<file path="config.mk">
export PLATFORM = sky130hd
export DESIGN_NAME = cfra_div
export DESIGN_NICKNAME = d
export VERILOG_FILES = /design/src/sv/cfra_pkg.sv /design/src/sv/cfra_div.sv
export SDC_FILE = /design/constraint.sdc
export NUM_CORES = 1
export LEC_CHECK = 0
export ABC_AREA = 1
export BUFFER_PORTS_ARGS = -buffer_cell sky130_fd_sc_hd__buf_2
export CAP_MARGIN = 25
export CELL_PAD_IN_SITES_DETAIL_PLACEMENT = 1
export CELL_PAD_IN_SITES_GLOBAL_PLACEMENT = 1
export CORE_AREA = 2 2 189 191
export DETAILED_ROUTE_END_ITERATION = 16
export DIE_AREA = 0 0 191 193
export GPL_ROUTABILITY_DRIVEN = 0
export GPL_TIMING_DRIVEN = 1
export HOLD_SLACK_MARGIN = 0.1
export PLACE_DENSITY_LB_ADDON = 0.1
export SYNTH_ARGS = -nofsm -noshare
export SYNTH_HDL_FRONTEND = slang
export SYNTH_SLANG_ARGS = --single-unit
export TNS_END_PERCENT = 100
</file>
<file path="constraint.sdc">
create_clock -name aclk -period 4.45 [get_ports aclk]
set_clock_uncertainty 0.2 [all_clocks]
set_input_delay 0.89 -clock aclk [delete_from_list [all_inputs] [get_ports aclk]]
set_output_delay 0.89 -clock aclk [all_outputs]
set_load 0.005 [all_outputs]
</file>
<file path="src/sv/cfra_pkg.sv">
// Shared constants for the color flow ratio accumulator.
// Holds frame geometry defaults, field widths and level constants.
// No dependencies.
package cfra_pkg;
    localparam int FRAME_WIDTH_DEF = 1024;
    localparam int FRAME_ROWS_DEF  = 256;
    localparam int HISTORY_DEF     = 15;

    localparam int IDX_W    = 18;
    localparam int SAMPLE_W = 16;
    localparam int PROD_W   = 32;
    localparam int LEVEL_W  = 8;
    localparam int QUO_W    = 33;
    // Sum of up to 31 quotients of 33 bits plus the level offset.
    localparam int ACC_W    = 40;

    localparam int LEVEL_BIAS = 128;
    localparam int LEVEL_MAX  = 255;
endpackage

</file>
<file path="src/sv/cfra_div.sv">
// Iterative signed divider that forms (pi - pq) / (pi + pq), truncating.
// One quotient bit per cycle; a zero denominator yields zero.
// Depends on cfra_pkg.
module cfra_div (
    input  logic                              aclk,
    input  logic                              aresetn,
    input  logic                              start,
    input  logic signed [cfra_pkg::PROD_W-1:0] pi,
    input  logic signed [cfra_pkg::PROD_W-1:0] pq,
    output logic                              busy,
    output logic                              done,
    output logic signed [cfra_pkg::QUO_W-1:0]  quo
);
    localparam int W = cfra_pkg::PROD_W;

    logic signed [W:0] num;
    logic signed [W:0] den;
    logic [W:0]        num_abs;
    logic [W:0]        den_abs;

    logic              busy_reg;
    logic              done_reg;
    logic [5:0]        cnt_reg;
    logic              neg_reg;
    logic [W-1:0]      dmag_reg;
    logic [W-1:0]      q_reg;
    logic [W:0]        rem_reg;
    logic [W:0]        rem_sh;
    logic              ge;

    assign num     = (W+1)'(pi) - (W+1)'(pq);
    assign den     = (W+1)'(pi) + (W+1)'(pq);
    assign num_abs = num[W] ? -num : num;
    assign den_abs = den[W] ? -den : den;

    // One restoring step: bring down the next dividend bit and try to subtract.
    assign rem_sh = {rem_reg[W-1:0], q_reg[W-1]};
    assign ge     = rem_sh >= {1'b0, dmag_reg};

    always_ff @(posedge aclk) begin
        if (!aresetn) begin
            busy_reg <= 1'b0;
            done_reg <= 1'b0;
            cnt_reg  <= '0;
        end else begin
            if (start) begin
                neg_reg  <= num[W] ^ den[W];
                dmag_reg <= den_abs[W-1:0];
                rem_reg  <= '0;
                cnt_reg  <= '0;
                if (den == '0) begin
                    // Zero denominator contributes nothing.
                    q_reg    <= '0;
                    done_reg <= 1'b1;
                end else begin
                    q_reg    <= num_abs[W-1:0];
                    busy_reg <= 1'b1;
                    done_reg <= 1'b0;
                end
            end else if (busy_reg) begin
                rem_reg  <= ge ? (rem_sh - {1'b0, dmag_reg}) : rem_sh;
                q_reg    <= {q_reg[W-2:0], ge};
                cnt_reg  <= cnt_reg + 6'd1;
                busy_reg <= (cnt_reg != 6'(W - 1));
                done_reg <= (cnt_reg == 6'(W - 1));
            end else begin
                done_reg <= 1'b0;
            end
        end
    end

    assign busy = busy_reg;
    assign done = done_reg;
    assign quo  = neg_reg ? -$signed({1'b0, q_reg}) : $signed({1'b0, q_reg});
endmodule

</file>
==> metrics.md, run 1 <==
| Metric | Value |
|---|---|
| Kind of critical path | `reg2out` |
| Detailed-route via count | `14956` |
| Vias per cell | `5.28` |
| Final period utilization | `92.7%` |
| Critical Path Fanout Max | `4` |
| Slew HR | `52.6%` |
| CTS tree | `built` |
| Layout cells sized above 1 | `9.86%` |
| Crit path max-delay cell type | `edfxtp_1` |
| Dpl hpwl | `44100 um` |
| Placed cells | `2818` |
| Power Dens Cells | `311 nW/um^2` |
| Setup-failing EPs final | `0` |
| Initial DRC count | `802` |
| Asr flop ratio synth | `0%` |
| I/O Pins | `102` |
| Total CTS buffers | `9` |
| Layout Nets | `2538` |
| Global route overflow | `0` |
| Post-Layout Cell Count | `2834` |
| Worst Path Buf+Inv | `2` |
| DP Worst Slack | `0.0596 ns` |
| Hold WC Path Type | `reg2reg` |
| CTS Sinks | `105` |
| Worst VDD drop | `0.170 mV` |
| Fin. max-slew vios | `0` |
| Diodes inserted | `0` |
| Detail Route Antenna Nets | `0` |
| Startpoint class of the critical path | `register` |
| Library cells used by synthesis | `55` |
| Initial antenna violation count | `0` |
| FP Rows | `69` |
| Total Routing Usage GR | `28.5%` |
| Clk slew on worst S/H paths | `0.08 ns` |
| Die Span X | `191 um` |
| Final Hold Viols | `0` |
| Post-synthesis net count | `2423` |
| Synthesized flop and latch total | `105` |
| Cells along the critical path | `nor2_1 > nand2_1 > nor2_1 > nand3_1 > nor4_2 > nand4_1 > nor2_1 > nand3_1 > nand3b_1 > o21ai_0 > buf_4 > xor2_1 > buf_2` |
| Core area | `35000 sq um` |
| RSZ-0062 raised after global routing | `false` |
| Most common cell on crit path | `nor2_1` |
| Slowest Stage Delay on Critical Path | `0.47 ns` |
| Tot Pwr | `4.77 mW` |
| Worst skew pair latency | `0.36 ns` |
| CP top delay family | `simple AND/OR/NAND/NOR gates` |
| Post-route DRC | `0` |
| Register area share after synthesis | `22.2%` |
| Drt first pass iters | `5` |
| Initial Util | `39.5%` |
| Worst-Margin Slew | `0.708 ns` |
| Post-synth EDFFs | `97` |
| Post-Syn Area | `13800 sq um` |
| WP data required | `3.36 ns` |
| Static Leakage | `8.00 nW` |
| Warnings, synthesis | `0` |
| Max cap viols | `0` |
| Synthesized area per cell | `6.14 sq um` |
| Sum Neg Setup Slack | `0 ns` |
| H-tree depth | `3` |
| Max clock buf depth | `2` |
| Status | `complete, no violations` |
| Setup crit end kind | `output pin` |
| Synth-to-layout area growth | `11.1%` |
| Vias in the first global route | `15270` |
| CTS root buf | `clkbuf_16` |
| Pin count of the biggest net entering global routing | `66` |
| First-pass GRT wire length | `81900 um` |
| Die area | `36900 sq um` |
| Final core occ | `43.9%` |
| Hold_buf cts | `0` |
| Port bufs | `101` |
| Fmax | `242 MHz` |
| Synth Instances | `2253` |
| Top FF cell, synth | `edfxtp_1` |
| CP arrival | `3.03 ns` |
| Post-Route WL | `51900 um` |
| Die height | `193 um` |
| Fin crit period | `4.12 ns` |
| WL/cell | `18.3 um` |
| Fin worst setup slack | `0.326 ns` |
-- cells in the mapped netlist (all sizes together), types with 8 or more instances --
cell type,n,share of area [%]
o21ai,118,4.3
dfxtp,8,1.2
a21oi,122,4.6
buf,40,1.9
edfxtp,97,21
xor2,84,5.4
ha,100,9.1
nand2,679,19
nor4,8,0.36
nor3,27,1.1
nand3,166,6.1
nand4,63,3.0
clkbuf,19,0.52
nor2,254,7.2
xnor2,30,1.9
inv,381,10
-- path summary, 6_finish.rpt --
path                           startpoint  slack [ns]                         to  depth (start not counted)
setup / recovery       q_reg[2]$_DFFE_PP_        0.33                    quo[31]                         13
hold / removal    cnt_reg[2]$_SDFFE_PP0P_        0.29    cnt_reg[2]$_SDFFE_PP0P_                          2
setup reg to reg      q_reg[31]$_DFFE_PP_        0.74  rem_reg[24]$_SDFFCE_PP0P_                         15
hold reg to reg   cnt_reg[2]$_SDFFE_PP0P_        0.29    cnt_reg[2]$_SDFFE_PP0P_                          2
-- report_power, final --
group | switching, mW | internal (mW) | total, mW
clock network | 0.401 | 0.387 | 0.788
registers | 0.0836 | 1.27 | 1.35
logic | 1.75 | 0.879 | 2.63
-- tightest hold or removal path: cells and delay by family (launching register included) --
kind / cells / cell delay [ns]
flip-flops: 1 / 0.33
buffers and inverters: 1 / 0.07
AO/OA/AOI/OAI: 1 / 0.05
-- logic make-up (layout without fill, tap and decap cells) --
| family | after synthesis | in the layout | share of synthesized area [%] |
|---|---|---|---|
| AO/OA/AOI/OAI | 277 | 277 | 10.9 |
| XOR/XNOR | 114 | 114 | 7.33 |
| adder cells (fa/ha/maj) | 103 | 103 | 9.49 |
| buffers and inverters | 442 | 562 | 12.8 |
| flip-flops | 105 | 105 | 22.2 |
| AND/OR/NAND/NOR | 1212 | 1212 | 37.2 |
-- routing by layer --
layer	up-vias	share of wire (%)	global-route usage, %
met3	104	3.8	2.57
met4	0	5.1	13.5
met5	-	0	0
met2	318	47	49.4
met1	7121	44	35.8
li1	7413	-	-
-- through the flow --
| step | area [sq um] | hold WS [ns] |
|---|---|---|
| after floorplan | 13800 | 0.252 |
| after global placement | 15100 | 0.268 |
| after detailed placement | 15100 | 0.276 |
| after CTS | 15400 | 0.290 |
| after global routing | 15400 | 0.318 |
| final | 15400 | 0.293 |
-- cell type report --
| cell class | count | area, sq um |
|---|---|---|
| clock inverter | 6 | 48.8 |
| multi-input combinational | 1706 | 8990 |
| timing repair buffer | 163 | 996 |
| fill | 4828 | 19600 |
| sequential | 105 | 3070 |
| clock buffer | 10 | 229 |
| inverter | 383 | 1440 |
| tap | 461 | 577 |
-- layout by cell type, fill, tap and decap left out, types with 4 or more instances in the layout --
| master | netlist | routed |
|---|---|---|
| nor3_1 | 24 | 24 |
| edfxtp_1 | 97 | 97 |
| nand2_2 | 15 | 15 |
| buf_4 | 10 | 60 |
| a211oi_1 | 4 | 4 |
| buf_2 | 22 | 101 |
| o21ai_1 | 24 | 24 |
| nand3b_1 | 6 | 6 |
| inv_1 | 374 | 374 |
| nand2_1 | 664 | 664 |
| xor2_1 | 82 | 82 |
| nor4_1 | 8 | 7 |
| a21oi_1 | 117 | 116 |
| nor2_2 | 13 | 13 |
| a31oi_1 | 5 | 5 |
| nor2_1 | 240 | 240 |
| o21bai_1 | 7 | 7 |
| a21oi_2 | 4 | 4 |
| o21ai_0 | 93 | 93 |
| inv_2 | 6 | 6 |
| ha_1 | 100 | 100 |
| clkbuf_16 | 0 | 9 |
| a21o_1 | 6 | 6 |
| nand4_1 | 61 | 61 |
| nand3_1 | 163 | 163 |
| dfxtp_1 | 8 | 8 |
| xnor2_1 | 30 | 30 |
-- timing repair --
item                       CTS  global route
setup endpoints to repair    0             1
buffers inserted             0             0
gates resized for setup      0             1
Power figures use the tool's default switching activity.
==> run 2, diff against run 1 <==
Settings changed: CELL_PAD_IN_SITES_DETAIL_PLACEMENT 1 to 0.
==> run 2 against run 1 <==
Sequential power is essentially flat. Count of clock-buffer cells in the layout shrank 1. Final cell count is the same. Die area is the same. Global-route usage shrank 2.5 points. Critical path type unchanged. Critical endpoint unchanged.
==> metrics.md, run 2 (same netlist as run 1, synthesis figures left out) <==
| Metric | Value |
|---|---|
| Status | `complete, no violations` |
| CP top delay family | `simple AND/OR/NAND/NOR gates` |
| Cells along the critical path | `nor2_1 > nand2_1 > nor2_1 > nand3_1 > nor4_1 > nand4_1 > nor2_1 > nand3_1 > nand3b_1 > o21ai_0 > buf_4 > xor2_1 > buf_2` |
| Hold WC Path Type | `reg2reg` |
| Final period utilization | `91.1%` |
| WL/cell | `16.8 um` |
| Fin. max-slew vios | `0` |
| Initial antenna violation count | `0` |
| Max cap viols | `0` |
| Crit path max-delay cell type | `edfxtp_1` |
| Pin count of the biggest net entering global routing | `66` |
| Number of cells on the critical path | `13` |
| Initial DRC count | `947` |
| Worst Path Buf+Inv | `2` |
| Dpl hpwl | `40300 um` |
| Resize count post-CTS | `0` |
| Worst-Margin Slew | `0.662 ns` |
| Clk slew on worst S/H paths | `0.08 ns` |
| Fmax | `247 MHz` |
| CP arrival | `2.96 ns` |
| Vias in the first global route | `13688` |
| FF-to-FF path depth | `15` |
| Post-Layout Cell Count | `2834` |
| FP Rows | `69` |
| Kind of critical path | `reg2out` |
| Worst VDD drop | `0.188 mV` |
| Max clock buf depth | `2` |
| Global route overflow | `0` |
| Post-Route WL | `47600 um` |
| Total CTS buffers | `9` |
| Placed cells | `2818` |
| Critical Path Fanout Max | `4` |
| Fin crit period | `4.05 ns` |
| Vias per cell | `5.06` |
| WP data required | `3.36 ns` |
| Slew HR | `55.7%` |
| Worst hold stages | `2` |
| Diodes inserted | `0` |
| Synth-to-layout area growth | `11.3%` |
| Register area | `3070 sq um` |
| Sum Neg Setup Slack | `0 ns` |
| Drt first pass iters | `5` |
| Setup crit end kind | `output pin` |
| Layout Nets | `2538` |
| Die area | `36900 sq um` |
| Hold_buf cts | `0` |
| Detailed-route via count | `14338` |
| Post-route DRC | `0` |
| Detail Route Antenna Nets | `0` |
| Initial Util | `39.5%` |
| Tot Pwr | `4.78 mW` |
| Die Span X | `191 um` |
| Port bufs | `101` |
| RSZ-0062 raised after global routing | `false` |
| Most common cell on crit path | `nor2_1` |
| Core area | `35000 sq um` |
| Static Leakage | `8.03 nW` |
| H-tree depth | `3` |
| Final Hold Viols | `0` |
| I/O Pins | `102` |
| Startpoint class of the critical path | `register` |
| First-pass GRT wire length | `74300 um` |
| CTS root buf | `clkbuf_16` |
| Area of the multi-input gates | `8990 sq um` |
| Layout cells sized above 1 | `9.86%` |
| CTS Sinks | `105` |
| Slowest Stage Delay on Critical Path | `0.47 ns` |
| Worst skew pair latency | `0.37 ns` |
| Die height | `193 um` |
| Setup-failing EPs final | `0` |
| Total Routing Usage GR | `26.0%` |
| Commonest non-fill, non-tap cell in the layout | `nand2_1` |
| Fillers | `3859` |
| Commonest non-fill, non-tap cells in the layout | `nand2_1, inv_1, nor2_1` |
| Setup Buffers After CTS | `0` |
| CTS tree | `built` |
| Power Dens Cells | `310 nW/um^2` |
## run 2: layer usage
metal	wire length, um	share of wire (%)	vias to the layer above	GRT usage (%)
li1	-	-	7403	-
met1	22000	46	6525	34.3
met2	22200	47	349	44.9
met3	2030	4.3	61	2.01
met4	1430	3.0	0	8.86
met5	0	0	-	0
## run 2: metrics by stage
step	hold slack, ns	setup WS, ns	area (sq um)	util (%)
after global placement	0.268	0.132	15100	43.1
after floorplan	0.252	0.920	13800	-
after detailed placement	0.271	0.138	15100	43.1
final	0.284	0.398	15400	44.0
after CTS	0.284	0.391	15400	44.0
after global routing	0.323	0.133	15400	44.0
## run 2: power breakdown
group          total [mW]  switching, mW  internal, mW
sequential           1.35         0.0798          1.27
combinational        2.57           1.69         0.877
clock               0.859          0.410         0.449
total                4.78           2.18          2.59
## run 2: worst paths after layout
kind	from	end	slack, ns
worst min register to register	cnt_reg[2]$_SDFFE_PP0P_	cnt_reg[2]$_SDFFE_PP0P_	0.28
worst min-delay path	cnt_reg[2]$_SDFFE_PP0P_	cnt_reg[2]$_SDFFE_PP0P_	0.28
worst max-delay path	q_reg[2]$_DFFE_PP_	quo[31]	0.40
worst max register to register	q_reg[31]$_DFFE_PP_	rem_reg[24]$_SDFFCE_PP0P_	0.80
## run 2: area by class of cell
cell class	instances	area share, %
multi-input combinational	1706	58.4
timing repair buffer	163	6.47
clock inverter	7	0.545
sequential	105	20.0
tap	461	3.75
clock buffer	9	1.46
inverter	383	9.37
## run 2: worst min-delay path: cells and delay by family, from the launching register on
family / cells / cell delay, ns
flops: 1 / 0.33
compound gates: 1 / 0.05
buf+inv: 1 / 0.06
==> run 3, diff against run 2 <==
Settings changed: ABC_AREA 1 to not set, BUFFER_PORTS_ARGS -buffer_cell sky130_fd_sc_hd__buf_2 to -buffer_cell sky130_fd_sc_hd__buf_4, CORE_AREA 2 2 189 191 to 2 2 164 166, DIE_AREA 0 0 191 193 to 0 0 166 168.
Clock period 4.45 ns to 3.9 ns, I/O delays scaled along.
==> run 3 against run 2 <==
The run now ends with setup timing left. Synthesized area shrank 12%. Sequential share of layout area shrank 2.7 points. Register-to-register slack lost 0.63 ns. Die area shrank 24%. Sequential power grew 18%. Non-clock buffer count grew 328. Flip-flop and latch count is the same. Via count shrank 11%. Worst setup slack lost 0.81 ns. Global-route usage grew 1.1 points.
==> metrics.md, run 3 <==
| Metric | Value |
|---|---|
| Commonest non-fill, non-tap cell in the layout | `buf_4` |
| RSZ-0062 raised after global routing | `true` |
| Initial Util | `46.1%` |
| CTS Sinks | `105` |
| Detailed-route via count | `12740` |
| Synthesized area per cell | `8.16 sq um` |
| Post-Layout Cell Count | `2272` |
| FP Rows | `60` |
| Post-Syn Area | `12200 sq um` |
| Hold_buf cts | `0` |
| Placed cells | `2223` |
| Kind of critical path | `in2reg` |
| Startpoint class of the critical path | `primary input` |
| CTS tree | `built` |
| Worst-Margin Slew | `0.816 ns` |
| Post-Route WL | `39700 um` |
| CP arrival | `4.24 ns` |
| Gate power share | `60.0%` |
| Worst Path Buf+Inv | `2` |
| Most frequent cells after synthesis | `nor2_1, nand2_1, xnor2_1, inv_1, ha_1` |
| Slowest Stage Delay on Critical Path | `0.40 ns` |
| Cells along the critical path | `buf_6 > ha_4 > nor2b_4 > or4_1 > o21a_2 > a21o_1 > xnor2_1 > o31a_1 > nor4_4 > nand4_1 > or3_4 > buf_6 > or3_4 > a31o_1` |
| Post-synthesis net count | `1659` |
| Synth Instances | `1489` |
| Initial DRC count | `846` |
| Dpl hpwl | `30800 um` |
| Synthesized flop and latch total | `105` |
| Worst skew pair latency | `0.37 ns` |
| P_sw | `2.53 mW` |
| Max clock buf depth | `2` |
| Diodes inserted | `0` |
| Area contributors post-synth | `edfxtp_1, ha_1, xnor2_1` |
| Total CTS buffers | `9` |
| Die height | `168 um` |
| Drt first pass iters | `5` |
| Power Dens Cells | `354 nW/um^2` |
| Worst VDD drop | `0.321 mV` |
| WL/cell | `17.5 um` |
| Layout Nets | `2096` |
| Fin worst setup slack | `-0.411 ns` |
| Vias in the first global route | `12217` |
| Fin crit period | `4.31 ns` |
| Synth-to-layout area growth | `46.4%` |
| Sequential Power Share | `25.3%` |
| Commonest non-fill, non-tap cells in the layout | `buf_4, nor2_1, nand2_1` |
| Post-synth top area cell | `edfxtp_1` |
| CP top delay family | `simple AND/OR/NAND/NOR gates` |
| Sum Neg Setup Slack | `-16.46 ns` |
| Final period utilization | `111%` |
| CTS root buf | `clkbuf_16` |
| Top cell type's share of synthesized area | `24.0%` |
| WP data required | `3.83 ns` |
| Design area | `17800 sq um` |
| Initial antenna violation count | `0` |
| Cell area after placement | `16000 sq um` |
| Layout cells sized above 1 | `35.6%` |
| Top FF cell, synth | `edfxtp_1` |
| Setup-failing EPs final | `52` |
| Slew HR | `45.6%` |
| Register area share after synthesis | `25.3%` |
| H-tree depth | `3` |
| Crit path max-delay cell type | `or4_1` |
| Failing checks | `setup timing` |
| Warnings, synthesis | `0` |
| Clock share of power | `14.6%` |
| Library cells used by synthesis | `93` |
| Hold WC Path Type | `reg2reg` |
| Fin. max-slew vios | `0` |
| Global route overflow | `0` |
| Total Routing Usage GR | `27.1%` |
| Static Leakage | `7.77 nW` |
| Max cap viols | `0` |
| Die Span X | `166 um` |
| Count leader, synth | `nor2_1` |
| Pin count of the biggest net entering global routing | `51` |
| Final Hold Viols | `0` |
| Setup crit end kind | `register` |
| First-pass GRT wire length | `62200 um` |
| Status | `complete, but fails checks` |
| Post-synth EDFFs | `97` |
| I/O Pins | `102` |
| Port bufs | `101` |
| Critical Path Fanout Max | `6` |
| Die area | `27900 sq um` |
| Core area | `26400 sq um` |
| Vias per cell | `5.61` |
| Fmax | `232 MHz` |
| Detail Route Antenna Nets | `0` |
| Internal | `3.76 mW` |
| Fillers | `2242` |
| Final hold slack | `0.321 ns` |
| Asr flop ratio synth | `0%` |
| Switching part of the total | `40.2%` |
| Clk slew on worst S/H paths | `0.09 ns` |
| Post-route DRC | `0` |
==> run 3: cell types whose count changed after synthesis, moves of 20 or more <==
cell,delta
o31ai_1,+43
nor2_1,-117
clkbuf_1,+27
a21oi_1,-20
nor2b_1,+23
nand3_1,-124
mux2i_1,+30
nand4_1,-46
inv_1,-260
xnor2_1,+86
nand2_1,-548
xor2_1,-39
==> run 3: per-layer routing <==
| layer | wire length (um) | GRT usage [%] | share of wire [%] |
|---|---|---|---|
| met1 | 17800 | 36.5 | 45 |
| met2 | 19400 | 46.3 | 49 |
| met3 | 1410 | 2.14 | 3.5 |
| met4 | 1080 | 8.88 | 2.7 |
| met5 | 0 | 0 | 0 |
==> run 3: area by class of cell <==
type	instances	area (sq um)	area share [%]
multi-input combinational	1203	9580	53.8
timing repair buffer	491	3940	22.2
sequential	105	3070	17.3
inverter	116	465	2.62
tap	341	427	2.40
clock buffer	9	225	1.27
clock inverter	7	78.8	0.443
==> run 3: kinds of logic (layout without fill, tap and decap cells) <==
logic type	count (synthesis)	count (layout)	synth area share, %
AO/OA/AOI/OAI	428	428	23.4
flip-flops	105	105	25.3
multiplexers	32	32	2.66
buffers and inverters	181	623	5.91
AND/OR/NAND/NOR	479	479	20.2
XOR/XNOR	161	161	11.7
adder cells (fa/ha/maj)	103	103	10.8
==> run 3: worst paths after layout <==
| kind | startpoint | to | slack (ns) | cells after the start |
|---|---|---|---|---|
| worst max-delay path | pi[5] | q_reg[2]$_DFFE_PP_ | -0.41 | 14 |
| worst min-delay path | cnt_reg[5]$_SDFFE_PP0P_ | cnt_reg[5]$_SDFFE_PP0P_ | 0.32 | 2 |
| worst max register to register | q_reg[31]$_DFFE_PP_ | rem_reg[29]$_SDFFCE_PP0P_ | 0.17 | 15 |
| worst min register to register | cnt_reg[5]$_SDFFE_PP0P_ | cnt_reg[5]$_SDFFE_PP0P_ | 0.32 | 2 |
==> run 3: stage by stage <==
step                      setup slack (ns)  power, mW  utilization [%]
final                               -0.411       6.29             67.5
after global routing                -0.560       6.68             67.5
after global placement               -1.05       4.93             60.7
after CTS                           -0.464       6.09             65.6
after floorplan                     -0.586       3.61                -
after detailed placement             -1.08       5.00             60.7
==> run 3: what timing repair did <==
item	4_1_cts	5_1_grt
pin swaps	62	47
cloned	2	0
endpoints found under the hold margin	0	0
gates resized for setup	143	87
setup endpoints to repair	79	104
buffers inserted	31	8
==> run 3: worst reg2reg max path: cells and delay by family (launching register included) <==
kind	cells	cell delay (ns)
AOI/OAI and AO/OA	9	1.87
adders and majority gates	1	0.20
buffers and inverters	3	0.41
DFF	1	0.52
and+or+nand+nor	2	0.26
==> run 3: power groups by stage <==
| stage | sequential, mW | clock, mW | combinational [mW] |
|---|---|---|---|
| 6_report | 1.59 | 0.920 | 3.78 |
| 5_1_grt | 1.61 | 0.969 | 4.10 |
| 4_1_cts | 1.59 | 0.927 | 3.58 |
| 3_5_place_dp | 1.59 | 0 | 3.41 |
| 3_3_place_gp | 1.58 | 0 | 3.35 |
| 2_1_floorplan | 1.56 | 0 | 2.05 |
